$ cat src/design/u8dec_pkg.sv
// shared types and constants for the utf-8 stream decoder
`timescale 1ns / 1ps

package u8dec_pkg;

    localparam int CP_W    = 21;
    localparam int BYTE_W  = 8;

    typedef logic [BYTE_W-1:0] t_byte;
    typedef logic [CP_W-1:0]   t_code_point;
    typedef logic [1:0]        t_pend;
    typedef logic [2:0]        t_len;
    typedef logic [2:0]        t_res_count;

    localparam t_len LEN_NONE = 3'd0;
    localparam t_len LEN_TWO  = 3'd2;
    localparam t_len LEN_THREE = 3'd3;
    localparam t_len LEN_FOUR = 3'd4;

    localparam t_byte LEAD_ED = 8'hED;

endpackage

$ cat src/design/utf8_stream_decoder.sv
// utf-8 stream decoder: one byte per transfer in, one code point or error per transfer out
// one input register feeds one result register; an accepted byte is decoded between them
// throughput: one byte per cycle while each byte yields at most one result and
//   the output does not stall; a byte that yields n results holds the result
//   register until all n are taken; each register is able to hold a transfer
// reset (synchronous, active low) closes any open sequence and empties both registers
`timescale 1ns / 1ps

module utf8_stream_decoder (
    input  logic                     i_clk,
    input  logic                     i_rst_n,
    input  logic                     i_valid,
    output logic                     o_stall,
    input  u8dec_pkg::t_byte         i_data_byte,
    input  logic                     i_end_of_text,
    output logic                     o_valid,
    input  logic                     i_stall,
    output u8dec_pkg::t_code_point   o_code_point,
    output logic                     o_bad_sequence,
    output logic                     o_run_last
);
    import u8dec_pkg::*;

    // input register
    logic        r_in_valid;
    t_byte       r_byte;
    logic        r_eot;

    // decoder state
    t_pend       r_pend;
    t_len        r_len;
    logic        r_lead_ed;
    t_code_point r_partial;

    // result register
    t_res_count  r_cnt;
    logic        r_has_cp;
    t_code_point r_cp;

    t_pend       n_pend;
    t_len        n_len;
    logic        n_lead_ed;
    t_code_point n_partial;
    t_res_count  n_cnt;
    logic        n_has_cp;
    t_code_point n_cp;

    logic        move;
    logic        in_xfer;
    logic        out_xfer;
    logic        cont_byte;
    logic        surrogate;
    logic        broken;
    logic        lead_go;
    t_pend       next_pend;
    t_code_point shifted;

    assign move     = r_in_valid && ((r_cnt == '0) || ((r_cnt == 3'd1) && !i_stall));
    assign o_stall  = r_in_valid && !move;
    assign in_xfer  = i_valid && !o_stall;
    assign o_valid  = (r_cnt != '0);
    assign out_xfer = o_valid && !i_stall;

    assign o_run_last     = (r_cnt == 3'd1);
    assign o_bad_sequence = !((r_cnt == 3'd1) && r_has_cp);
    assign o_code_point   = ((r_cnt == 3'd1) && r_has_cp) ? r_cp : '0;

    assign cont_byte = (r_byte[7:6] == 2'b10);
    assign surrogate = r_lead_ed && (r_pend == 2'd1) && r_byte[7] && r_byte[5];
    assign broken    = (r_pend != '0) && (surrogate || !cont_byte);
    assign lead_go   = (r_pend == '0) || broken;
    assign next_pend = r_pend + 2'd1;
    assign shifted   = {r_partial[CP_W-7:0], r_byte[5:0]};

    always_comb begin
        n_pend    = r_pend;
        n_len     = r_len;
        n_lead_ed = r_lead_ed;
        n_partial = r_partial;
        n_cnt     = '0;
        n_has_cp  = 1'b0;
        n_cp      = '0;

        if (lead_go) begin
            // an interrupted sequence reports one error per byte it took
            if (broken) begin
                n_cnt = {1'b0, r_pend};
            end
            n_pend    = '0;
            n_len     = LEN_NONE;
            n_lead_ed = 1'b0;
            n_partial = '0;
            priority if (!r_byte[7]) begin
                n_cnt    = n_cnt + 3'd1;
                n_has_cp = 1'b1;
                n_cp     = {{(CP_W-BYTE_W){1'b0}}, r_byte};
            end else if (r_byte[7:5] == 3'b110) begin
                n_pend    = 2'd1;
                n_len     = LEN_TWO;
                n_partial = {{(CP_W-5){1'b0}}, r_byte[4:0]};
            end else if (r_byte[7:4] == 4'b1110) begin
                n_pend    = 2'd1;
                n_len     = LEN_THREE;
                n_lead_ed = (r_byte == LEAD_ED);
                n_partial = {{(CP_W-4){1'b0}}, r_byte[3:0]};
            end else if (r_byte[7:3] == 5'b11110) begin
                n_pend    = 2'd1;
                n_len     = LEN_FOUR;
                n_partial = {{(CP_W-3){1'b0}}, r_byte[2:0]};
            end else begin
                n_cnt = n_cnt + 3'd1;
            end
        end else begin
            // count wraps to zero after the fourth byte
            if ((next_pend == '0) || ({1'b0, next_pend} >= r_len)) begin
                n_cnt     = 3'd1;
                n_has_cp  = 1'b1;
                n_cp      = shifted;
                n_pend    = '0;
                n_len     = LEN_NONE;
                n_lead_ed = 1'b0;
                n_partial = '0;
            end else begin
                n_pend    = next_pend;
                n_partial = shifted;
            end
        end

        // cut-off sequence at end of text
        if (r_eot && (n_pend != '0)) begin
            n_cnt     = n_cnt + {1'b0, n_pend};
            n_pend    = '0;
            n_len     = LEN_NONE;
            n_lead_ed = 1'b0;
            n_partial = '0;
        end
    end

    always_ff @(posedge i_clk) begin
        if (!i_rst_n) begin
            r_in_valid <= 1'b0;
            r_pend     <= '0;
            r_len      <= LEN_NONE;
            r_lead_ed  <= 1'b0;
            r_partial  <= '0;
            r_cnt      <= '0;
        end else begin
            if (in_xfer) begin
                r_in_valid <= 1'b1;
            end else if (move) begin
                r_in_valid <= 1'b0;
            end

            if (move) begin
                r_pend    <= n_pend;
                r_len     <= n_len;
                r_lead_ed <= n_lead_ed;
                r_partial <= n_partial;
                r_cnt     <= n_cnt;
            end else if (out_xfer) begin
                r_cnt <= r_cnt - 3'd1;
            end
        end
    end

    always_ff @(posedge i_clk) begin
        if (in_xfer) begin
            r_byte <= i_data_byte;
            r_eot  <= i_end_of_text;
        end
        if (move) begin
            r_has_cp <= n_has_cp;
            r_cp     <= n_cp;
        end
    end

endmodule
$ cat config.mk
export PLATFORM = sky130hd
export DESIGN_NAME = utf8_stream_decoder
export DESIGN_NICKNAME = d
export VERILOG_FILES = /design/src/design/u8dec_pkg.sv /design/src/design/utf8_stream_decoder.sv
export SDC_FILE = /design/constraint.sdc
export NUM_CORES = 1
export LEC_CHECK = 0
export BUFFER_PORTS_ARGS = -buffer_cell sky130_fd_sc_hd__buf_2
export CAP_MARGIN = 30
export CELL_PAD_IN_SITES_DETAIL_PLACEMENT = 0
export CELL_PAD_IN_SITES_GLOBAL_PLACEMENT = 1
export CORE_MARGIN = 1
export CORE_UTILIZATION = 40
export CTS_CLUSTER_SIZE = 20
export DETAILED_ROUTE_END_ITERATION = 8
export PLACE_DENSITY_LB_ADDON = 0.2
export SETUP_SLACK_MARGIN = 0.02
export SKIP_LAST_GASP = 1
export SLEW_MARGIN = 0
export SYNTH_ARGS = -nofsm -noshare
export SYNTH_HDL_FRONTEND = slang
export SYNTH_SLANG_ARGS = --single-unit
$ cat constraint.sdc
create_clock -name i_clk -period 3.62 [get_ports i_clk]
set_clock_uncertainty 0.15 [all_clocks]
set_input_delay 0.181 -clock i_clk [delete_from_list [all_inputs] [get_ports i_clk]]
set_output_delay 0.181 -clock i_clk [all_outputs]
set_load 0.03 [all_outputs]
==> results.sh, run 1 <==
export IMPL_outcome="complete, no violations"
export IMPL_portBuffers=37
export IMPL_synth_largest_area_cell="edfxtp_1"
export IMPL_post_drt_wl_per_cell_um=13.84
export IMPL_synth_area_mux_share_pct=0.3630
export IMPL_yosysWarnings=0
export IMPL_pwr_density_cell_mw_per_mm2=537.1
export IMPL_syn_to_final_growth_pct=16.11
export IMPL_grt_pass1_wl_mm=8.804
export IMPL_design_die_area_mm2=0.007230
export IMPL_synthCells=261
export IMPL_arrival_ps=2940
export IMPL_grt_overflow_total=0
export IMPL_start_util_pct=42.46
export IMPL_cts_resized=0
export IMPL_root_buffer="clkbuf_8"
export IMPL_crit_buf_inv=1
export IMPL_synth_area_leaders="edfxtp_1 34%, dfxtp_1 18%, and3_1 5.7%"
export IMPL_vdd_drop_max_uv=221.2
export IMPL_via_per_inst=5.151
export IMPL_end_kind="flop"
export IMPL_synth_edf_count=31
export IMPL_place_congestion=0.8163
export IMPL_async_flop_share_pct=0
export IMPL_antenna_found_initial=0
export IMPL_dr_total_vias=1978
export IMPL_maxCapViolations=0
export IMPL_worst_path_most_repeated_cell="ha_1"
export IMPL_syn_area_per_cell_um2=10.57
export IMPL_fin_cells=384
export IMPL_grt_max_degree=39
export IMPL_synth_flop_cell="edfxtp_1"
export IMPL_post_route_period_util_pct=79.50
export IMPL_post_cts_buffers=0
export IMPL_ys_ff_latch=56
export IMPL_die_w_um=85.03
export IMPL_ioPinCount=38
export IMPL_fillCellCount=594
export IMPL_synth_xor_area_share_pct=0.3176
export IMPL_hpwl_mm=3.804
export IMPL_grt_total_usage_pct=15.79
export IMPL_crit_type="reg -> reg"
export IMPL_ys_types=43
export IMPL_setup_tns_ps=0
export IMPL_min_period_ps=2878
export IMPL_firstDrtPassIters=4
export IMPL_crit_slowest_cell="dfxtp_1"
export IMPL_drt_total_wl_mm=5.315
export IMPL_hold_viol=0
export IMPL_tightest_slew_ps=881.0
export IMPL_tritoncts="built"
export IMPL_synth_top_family_by_area="simple AND/OR/NAND/NOR gates"
export IMPL_drtIter0Drc=54
export IMPL_ant_nets=0
export IMPL_hp_class="in -> reg"
export IMPL_max_slew_margin_pct=41.15
export IMPL_finalSetupViolCount=0
export IMPL_synth_top_area_share_pct=33.76
export IMPL_p_leak_uw=0.001311
export IMPL_numCtsBuffers=5
export IMPL_holdBufCountCts=10
export IMPL_rows=29
export IMPL_yosysSeqAreaShare_pct=51.91
export IMPL_dp_cells=366
export IMPL_crit_fanout=8
export IMPL_clk_pin_slew_worst_paths_ps=100
export IMPL_drc_errors=0
export IMPL_required_ps=3680
export IMPL_max_freq_mhz=347.5
export IMPL_clockBufferDepth=2
export IMPL_clkLatencyLatePin_ps=310
export IMPL_core_area_mm2=0.006495
export IMPL_finish_net_count=330
export IMPL_synth_nets=285
export IMPL_worstSetupStartpointType="flop"
export IMPL_grt_setup_unrepaired="false"
export IMPL_slowest_delay_ps=500
export IMPL_syn_area_mm2=0.002758
export IMPL_grt_pass1_vias=1791
export IMPL_synth_simple_area_share_pct=23.05
export IMPL_num_antenna_cells=0
export IMPL_drive_gt1_share_pct=22.80
export IMPL_ctsHtreeMaxLevel=2
export IMPL_synth_compound_area_share_pct=15.47
export IMPL_synth_adder_area_share_pct=4.991
export IMPL_path_delay_family="adder cells"
export IMPL_cp_cell_sequence="inv_1 -> ha_1 -> ha_1 -> nor2b_1 -> a221oi_4 -> nand2_1 -> o21ai_2 -> ha_1 -> ha_1 -> nand2_1 -> a21oi_1"
export IMPL_die_h_um=85.03
export IMPL_cts_sink_count=56
export IMPL_drv_slew=0
[kinds of logic after synthesis]
family          after synthesis
fa+ha+maj                    11
compound gates               53
buf+inv                      23
simple gates                116
xor+xnor                      1
flops                        56
mux                           1
[worst reg2reg max path: stages (launching register included)]
cell and delay [ps]:
dfxtp_1 500, inv_1 100, ha_1 340, ha_1 280
nor2b_1 150, a221oi_4 410, nand2_1 180, o21ai_2 170
ha_1 170, ha_1 220, nand2_1 60, a21oi_1 60
[where the power goes]
| part | total, uW | switching, uW | internal (uW) |
|---|---|---|---|
| registers | 826 | 55.5 | 770 |
| clock network | 385 | 203 | 182 |
| logic | 509 | 341 | 169 |
[per-layer routing]
layer	global-route usage (%)	part of all wire [%]	vias to the layer above
li1	-	-	1025
met1	22.80	52	890
met2	23.17	41	56
met3	3.405	4.8	7
met4	6.009	1.6	0
met5	0	0	-
[worst paths after layout]
check | from | endpoint | slack (ps) | depth (start not counted)
hold reg to reg | r_partial[14] | r_partial[14] | 320 | 2
setup reg to reg | r_pend[0] | r_cnt[1] | 740 | 11
hold / removal | i_stall | r_cnt[2] | 30 | 3
setup / recovery | r_pend[0] | r_cnt[1] | 740 | 11
[sequential cells by signal (all words and copies together) (netlist names)]
register	count
r_len	3
r_cnt	3
r_eot	1
r_partial	15
r_has_cp	1
r_cp	21
r_pend	2
r_lead_ed	1
r_byte	8
r_in_valid	1
[through the flow]
| stage | setup slack (ps) | util [%] | power [uW] | hold WS, ps | area (um^2) |
|---|---|---|---|---|---|
| after floorplan | 987.4 | - | 1213 | 129.9 | 2758 |
| after global placement | 828.6 | 46.00 | 1335 | 207.2 | 2988 |
| after detailed placement | 770.7 | 46.12 | 1345 | 209.5 | 2995 |
| after CTS | 745.8 | 49.30 | 1732 | 22.62 | 3202 |
| after global routing | 572.9 | 49.30 | 1823 | 89.16 | 3202 |
| final | 742.1 | 49.30 | 1720 | 30.29 | 3202 |
[Yosys cell counts (2+ instances only)]
library cell  count
and3_1           25
nor2_1            7
o211ai_1          3
and2_1           24
dfxtp_1          25
clkbuf_1          7
o22ai_1           4
buf_2             2
a21oi_1          10
a31o_2            3
edfxtp_1         31
nand2b_1          4
or3_1             2
nand2_1          32
nand4_1           2
nand3_1           7
ha_1             11
nor2b_1           7
buf_6             2
inv_1            10
a32o_1            4
a21oi_2          11
o21ai_0           8
[final cells by class]
type | instances | area, um^2 | area share (%)
clock buffer | 7 | 97.59 | 3.048
timing repair buffer | 50 | 307.8 | 9.613
multi-input combinational | 182 | 1219 | 38.06
clock inverter | 1 | 8.758 | 0.2735
tap | 77 | 96.34 | 3.009
sequential | 56 | 1431 | 44.70
inverter | 11 | 41.29 | 1.290
[cell usage in the layout, fill, tap and decap left out, types with 7 or more instances in the layout]
cell type      count
and3_1            25
nand3_1            7
dfxtp_1           25
and2_1            24
edfxtp_1          31
o21ai_0            8
nor2b_1            7
a21oi_2           11
nand2_1           32
nor2_1             7
a21oi_1           10
dlygate4sd3_1     10
buf_2             37
inv_1             10
ha_1              11
Power figures use the tool's default switching activity.
==> inputs of run 2 (changes only) <==
==> constraint.sdc (replaced) <==
create_clock -name i_clk -period 3 [get_ports i_clk]
set_clock_uncertainty 0.15 [all_clocks]
set_input_delay 0.15 -clock i_clk [delete_from_list [all_inputs] [get_ports i_clk]]
set_output_delay 0.15 -clock i_clk [all_outputs]
set_load 0.03 [all_outputs]
==> results.sh, run 2 (same netlist as run 1, synthesis figures left out) <==
export IMPL_outcome="complete, no violations"
export IMPL_top_register="r_cp"
export IMPL_r2r_start="r_pend[1]"
export IMPL_drt_total_wl_mm=5.471
export IMPL_clockBufferDepth=2
export IMPL_dr_total_vias=2006
export IMPL_ioPinCount=38
export IMPL_reg_top3="r_cp x21, r_partial x15, r_byte x8"
export IMPL_root_buffer="clkbuf_8"
export IMPL_min_to="r_in_valid"
export IMPL_max_slew_margin_pct=61.35
export IMPL_place_congestion=0.8180
export IMPL_drive_gt1_share_pct=23.47
export IMPL_worstSetupStartpointType="flop"
export IMPL_grt_pass1_vias=1844
export IMPL_die_h_um=85.03
export IMPL_antenna_found_initial=0
export IMPL_clkLatencyLatePin_ps=300
export IMPL_clk_pin_slew_worst_paths_ps=90
export IMPL_grt_total_usage_pct=16.03
export IMPL_numCtsBuffers=5
export IMPL_critPathLaunch="r_pend[1]"
export IMPL_crit_type="reg -> reg"
export IMPL_largest_reg_flops=21
export IMPL_drc_errors=0
export IMPL_setup_tns_ps=0
export IMPL_drtIter0Drc=94
export IMPL_finish_net_count=334
export IMPL_post_cts_buffers=0
export IMPL_crit_fanout=7
export IMPL_ant_nets=0
export IMPL_max_freq_mhz=360.4
export IMPL_maxCapViolations=0
export IMPL_final_common_cell="buf_2"
export IMPL_required_ps=3040
export IMPL_whs_path_depth=2
export IMPL_firstDrtPassIters=4
export IMPL_hpwl_mm=3.969
export IMPL_layout_common_cells="37 x buf_2, 32 x nand2_1, 31 x edfxtp_1"
export IMPL_hp_class="in -> reg"
export IMPL_ctsHtreeMaxLevel=2
export IMPL_grt_overflow_total=0
export IMPL_power_uw=2099
export IMPL_design_die_area_mm2=0.007230
export IMPL_pwr_density_cell_mw_per_mm2=648.8
export IMPL_hp_start="i_rst_n"
export IMPL_p_leak_uw=0.001332
export IMPL_drv_slew=0
export IMPL_tritoncts="built"
export IMPL_reg2reg_slack_ps=230
export IMPL_via_per_inst=5.170
export IMPL_cts_sink_count=56
export IMPL_ff2ff_path_depth=11
export IMPL_post_drt_wl_per_cell_um=14.10
export IMPL_arrival_ps=2820
export IMPL_core_area_mm2=0.006495
export IMPL_syn_to_final_growth_pct=17.33
export IMPL_timing_rr_end="r_cnt[1]"
export IMPL_finalSetupViolCount=0
export IMPL_portBuffers=37
export IMPL_post_route_period_util_pct=92.49
export IMPL_grt_max_degree=30
export IMPL_start_util_pct=42.46
export IMPL_rows=29
export IMPL_grt_setup_unrepaired="false"
export IMPL_die_w_um=85.03
export IMPL_vdd_drop_max_uv=284.2
export IMPL_grt_pass1_wl_mm=8.914
export IMPL_min_period_ps=2775
export IMPL_hold_viol=0
export IMPL_tightest_slew_ps=578.9
export IMPL_end_kind="flop"
export IMPL_num_antenna_cells=0
run 2: cell types whose count changed in the layout (fill, tap and decap cells not counted), sizes merged:
cell,change
buf,+3
bufinv,+1
clkbuf,-1
clkinv,+1
dlygate4sd3,+1
inv,-1
run 2: layout make-up:
class	instances	area, um^2
fill	608	3259
sequential	56	1431
multi-input combinational	182	1219
timing repair buffer	54	340.3
tap	77	96.34
clock buffer	6	72.57
inverter	11	41.29
clock inverter	2	35.03
run 2: metal layers:
metal	part of all wire [%]	vias to the layer above	global-route usage [%]
li1	-	1031	-
met1	52	905	23.29
met2	41	58	23.31
met3	4.1	12	2.918
met4	2.3	0	7.088
met5	0	-	0
run 2: per-stage QoR:
step           cell area [um^2]  utilization, %  hold WS (ps)  worst slack, ps  cells
6_report                   3236           49.82         143.6            225.2    388
5_1_grt                    3236           49.82         149.2            120.1    388
4_1_cts                    3236           49.82         135.7            251.6    388
3_5_place_dp               3018           46.47         178.1            281.7    369
3_3_place_gp               3018           46.47         176.2            372.7    369
2_1_floorplan              2758               -         98.87            367.4    261
run 2: power breakdown:
part | switching, uW | leakage, uW | total, uW | internal (uW)
logic | 418 | 0.000779 | 631 | 213
clock network | 225 | 0.0000552 | 473 | 248
registers | 67.4 | 0.000498 | 996 | 928
total | 710 | 0.00133 | 2100 | 1390
run 2: critical path, cell delays in order, from the launching register on:
cell and delay (ps):
dfxtp_1 390, inv_1 80, ha_1 310, ha_1 290
nor2b_1 160, a221oi_4 410, nand2_1 190, o21ai_2 180
ha_1 170, ha_1 220, nand2_1 60, a21oi_1 60
run 2: what timing repair did:
action,in CTS,in global routing
hold buffers,11,0
hold endpoints to repair,11,0
resized for setup,0,0
run 2: worst max path at each step:
stage | to | slack [ps] | cells past startpoint
finish | r_cnt[1] | 230 | 11
global placement | r_cnt[1] | 370 | 11
global route | r_cnt[1] | 120 | 11
detailed placement | r_cnt[1] | 280 | 11
CTS | r_cnt[1] | 250 | 11
floorplan | r_cnt[1] | 370 | 11
==> inputs of run 3 (changes only) <==
--- a/config.mk
+++ b/config.mk
@@ -14,6 +14,7 @@
 export CTS_CLUSTER_SIZE = 20
 export DETAILED_ROUTE_END_ITERATION = 8
 export PLACE_DENSITY_LB_ADDON = 0.2
+export RECOVER_POWER = 100
 export SETUP_SLACK_MARGIN = 0.02
 export SKIP_LAST_GASP = 1
 export SLEW_MARGIN = 0
==> constraint.sdc (replaced) <==
create_clock -name i_clk -period 2.7 [get_ports i_clk]
set_clock_uncertainty 0.15 [all_clocks]
set_input_delay 0.135 -clock i_clk [delete_from_list [all_inputs] [get_ports i_clk]]
set_output_delay 0.135 -clock i_clk [all_outputs]
set_load 0.03 [all_outputs]
==> results.sh, run 3 (same netlist as run 1, synthesis figures left out) <==
export IMPL_outcome="complete, no violations"
export IMPL_critPathLaunch="r_pend[1]"
export IMPL_reg_top3="r_cp x21, r_partial x15, r_byte x8"
export IMPL_max_freq_mhz=401.9
export IMPL_drive_gt1_share_pct=19.23
export IMPL_start_util_pct=42.46
export IMPL_fin_cells=389
export IMPL_via_per_inst=5.139
export IMPL_postLayoutCoreUtil_pct=49.16
export IMPL_hpwl_mm=3.926
export IMPL_timing_rr_end="r_cnt[2]"
export IMPL_core_area_mm2=0.006495
export IMPL_finalSetupViolCount=0
export IMPL_post_drt_wl_per_cell_um=14.24
export IMPL_swShare_pct=33.25
export IMPL_grt_overflow_total=0
export IMPL_cp_cell_sequence="inv_1 -> ha_1 -> ha_1 -> nor2b_1 -> a221oi_4 -> o221ai_1 -> ha_1 -> ha_1 -> a21oi_1 -> o21ai_0"
export IMPL_r2r_start="r_pend[1]"
export IMPL_dp_cells=370
export IMPL_worst_path_most_repeated_cell="ha_1"
export IMPL_reg2reg_slack_ps=210
export IMPL_die_h_um=85.03
export IMPL_holdWs_ps=132.9
export IMPL_tightest_slew_ps=753.8
export IMPL_ctsHtreeMaxLevel=2
export IMPL_grt_pass1_vias=1906
export IMPL_globalRouteMet3Util_pct=2.821
export IMPL_seqPwrFrac_pct=47.0
export IMPL_dr_total_vias=1999
export IMPL_hp_start="i_rst_n"
export IMPL_crit_slowest_cell="dfxtp_2"
export IMPL_ff2ff_path_depth=10
export IMPL_min_period_ps=2488
export IMPL_combinationalPowerShare_pct=28.2
export IMPL_num_antenna_cells=0
export IMPL_grt_max_degree=25
export IMPL_max_slew_margin_pct=49.74
export IMPL_grt_pass1_wl_mm=9.335
export IMPL_drt_total_wl_mm=5.538
export IMPL_final_common_cell="nand2_1"
export IMPL_setup_tns_ps=0
export IMPL_end_kind="flop"
export IMPL_place_congestion=0.8526
export IMPL_grt_total_usage_pct=16.56
export IMPL_rows=29
export IMPL_hold_viol=0
export IMPL_crit_type="reg -> reg"
export IMPL_grt_busiest_layer="met2"
export IMPL_min_to="r_in_valid"
export IMPL_top_register="r_cp"
export IMPL_largest_reg_flops=21
export IMPL_vdd_drop_max_uv=353.1
export IMPL_ant_nets=0
export IMPL_die_w_um=85.03
export IMPL_crit_fanout=4
export IMPL_arrival_ps=2530
export IMPL_post_route_period_util_pct=92.14
export IMPL_drtIter0Drc=104
export IMPL_p_leak_uw=0.001294
export IMPL_syn_to_final_growth_pct=15.79
export IMPL_layout_common_cells="32 x nand2_1, 31 x edfxtp_1, 25 x and3_1"
export IMPL_p_sw_uw=782.1
export IMPL_root_buffer="clkbuf_8"
export IMPL_finish_net_count=335
export IMPL_worstSetupStartpointType="flop"
export IMPL_pwr_density_cell_mw_per_mm2=736.8
export IMPL_maxCapViolations=0
export IMPL_clkLatencyLatePin_ps=300
export IMPL_drc_errors=0
export IMPL_cell_internal_pwr_uw=1570
export IMPL_design_die_area_mm2=0.007230
export IMPL_firstDrtPassIters=4
export IMPL_use_met1_pct=23.93
export IMPL_slowest_delay_ps=360
export IMPL_post_cts_buffers=0
export IMPL_clockBufferDepth=2
export IMPL_numCtsBuffers=5
export IMPL_required_ps=2740
export IMPL_antenna_found_initial=0
export IMPL_grt_setup_unrepaired="false"
export IMPL_use_met2_pct=24.93
export IMPL_tritoncts="built"
export IMPL_hp_class="in -> reg"
export IMPL_portBuffers=37
export IMPL_clkPwrFrac_pct=24.7
export IMPL_drv_slew=0
export IMPL_cts_sink_count=56
export IMPL_power_uw=2353
export IMPL_whs_path_depth=2
export IMPL_clk_pin_slew_worst_paths_ps=90
export IMPL_ioPinCount=38
run 3: cell types whose count changed in the layout (fill, tap and decap cells not counted), sizes merged:
cell	before	now
clkbuf	6	34
buf	43	17
clkinv	1	0
run 3: how the worst max path moves through the flow:
stage               end  slack (ps)  cells after the start
3_3_place_gp   r_cnt[1]         240                     11
4_1_cts        r_cnt[2]         150                     10
6_report       r_cnt[2]         210                     10
5_1_grt        r_cnt[2]          20                     10
2_1_floorplan  r_cnt[1]          70                     11
3_5_place_dp   r_cnt[2]         160                     10
run 3: layout make-up:
cell class / instances / area [um^2]
clock buffers: 7 / 96.34
clock inverters: 1 / 30.03
repair buffers: 55 / 330.3
fillers: 614 / 3302
multi-input cells: 182 / 1166
inverters: 11 / 41.29
well taps: 77 / 96.34
flip-flops and latches: 56 / 1433
run 3: timing repair:
item,4_1_cts,5_1_grt
gates resized for setup,0,1
hold buffers,11,0
hold endpoints to repair,11,0
setup endpoints to repair,0,3
run 3: per-stage QoR:
stage                     instance area (um^2)  setup WS [ps]
after global placement                    3025          236.0
final                                     3193          212.1
after CTS                                 3262          147.9
after detailed placement                  3025          158.6
after floorplan                           2758          67.43
after global routing                      3193          24.13
run 3: per-layer routing:
metal / share of wire, % / vias to the layer above
met5: 0 / -
met4: 2.1 / 0
met3: 4.0 / 14
met2: 41 / 59
met1: 53 / 897
li1: - / 1029
run 3: power by group through the flow:
| stage | Clock (uW) | Sequential [uW] | Combinational (uW) |
|---|---|---|---|
| 6_report | 582 | 1110 | 664 |
| 5_1_grt | 627 | 1120 | 740 |
| 4_1_cts | 598 | 1110 | 711 |
| 3_5_place_dp | 0 | 1130 | 697 |
| 3_3_place_gp | 0 | 1130 | 687 |
| 2_1_floorplan | 0 | 1090 | 536 |
run 3: critical path, delay by kind of cell (launching register included):
family,cells,cell delay [ps]
compound gates,4,690
fa+ha+maj,4,960
buf+inv,1,60
flops,1,360
simple gates,1,150
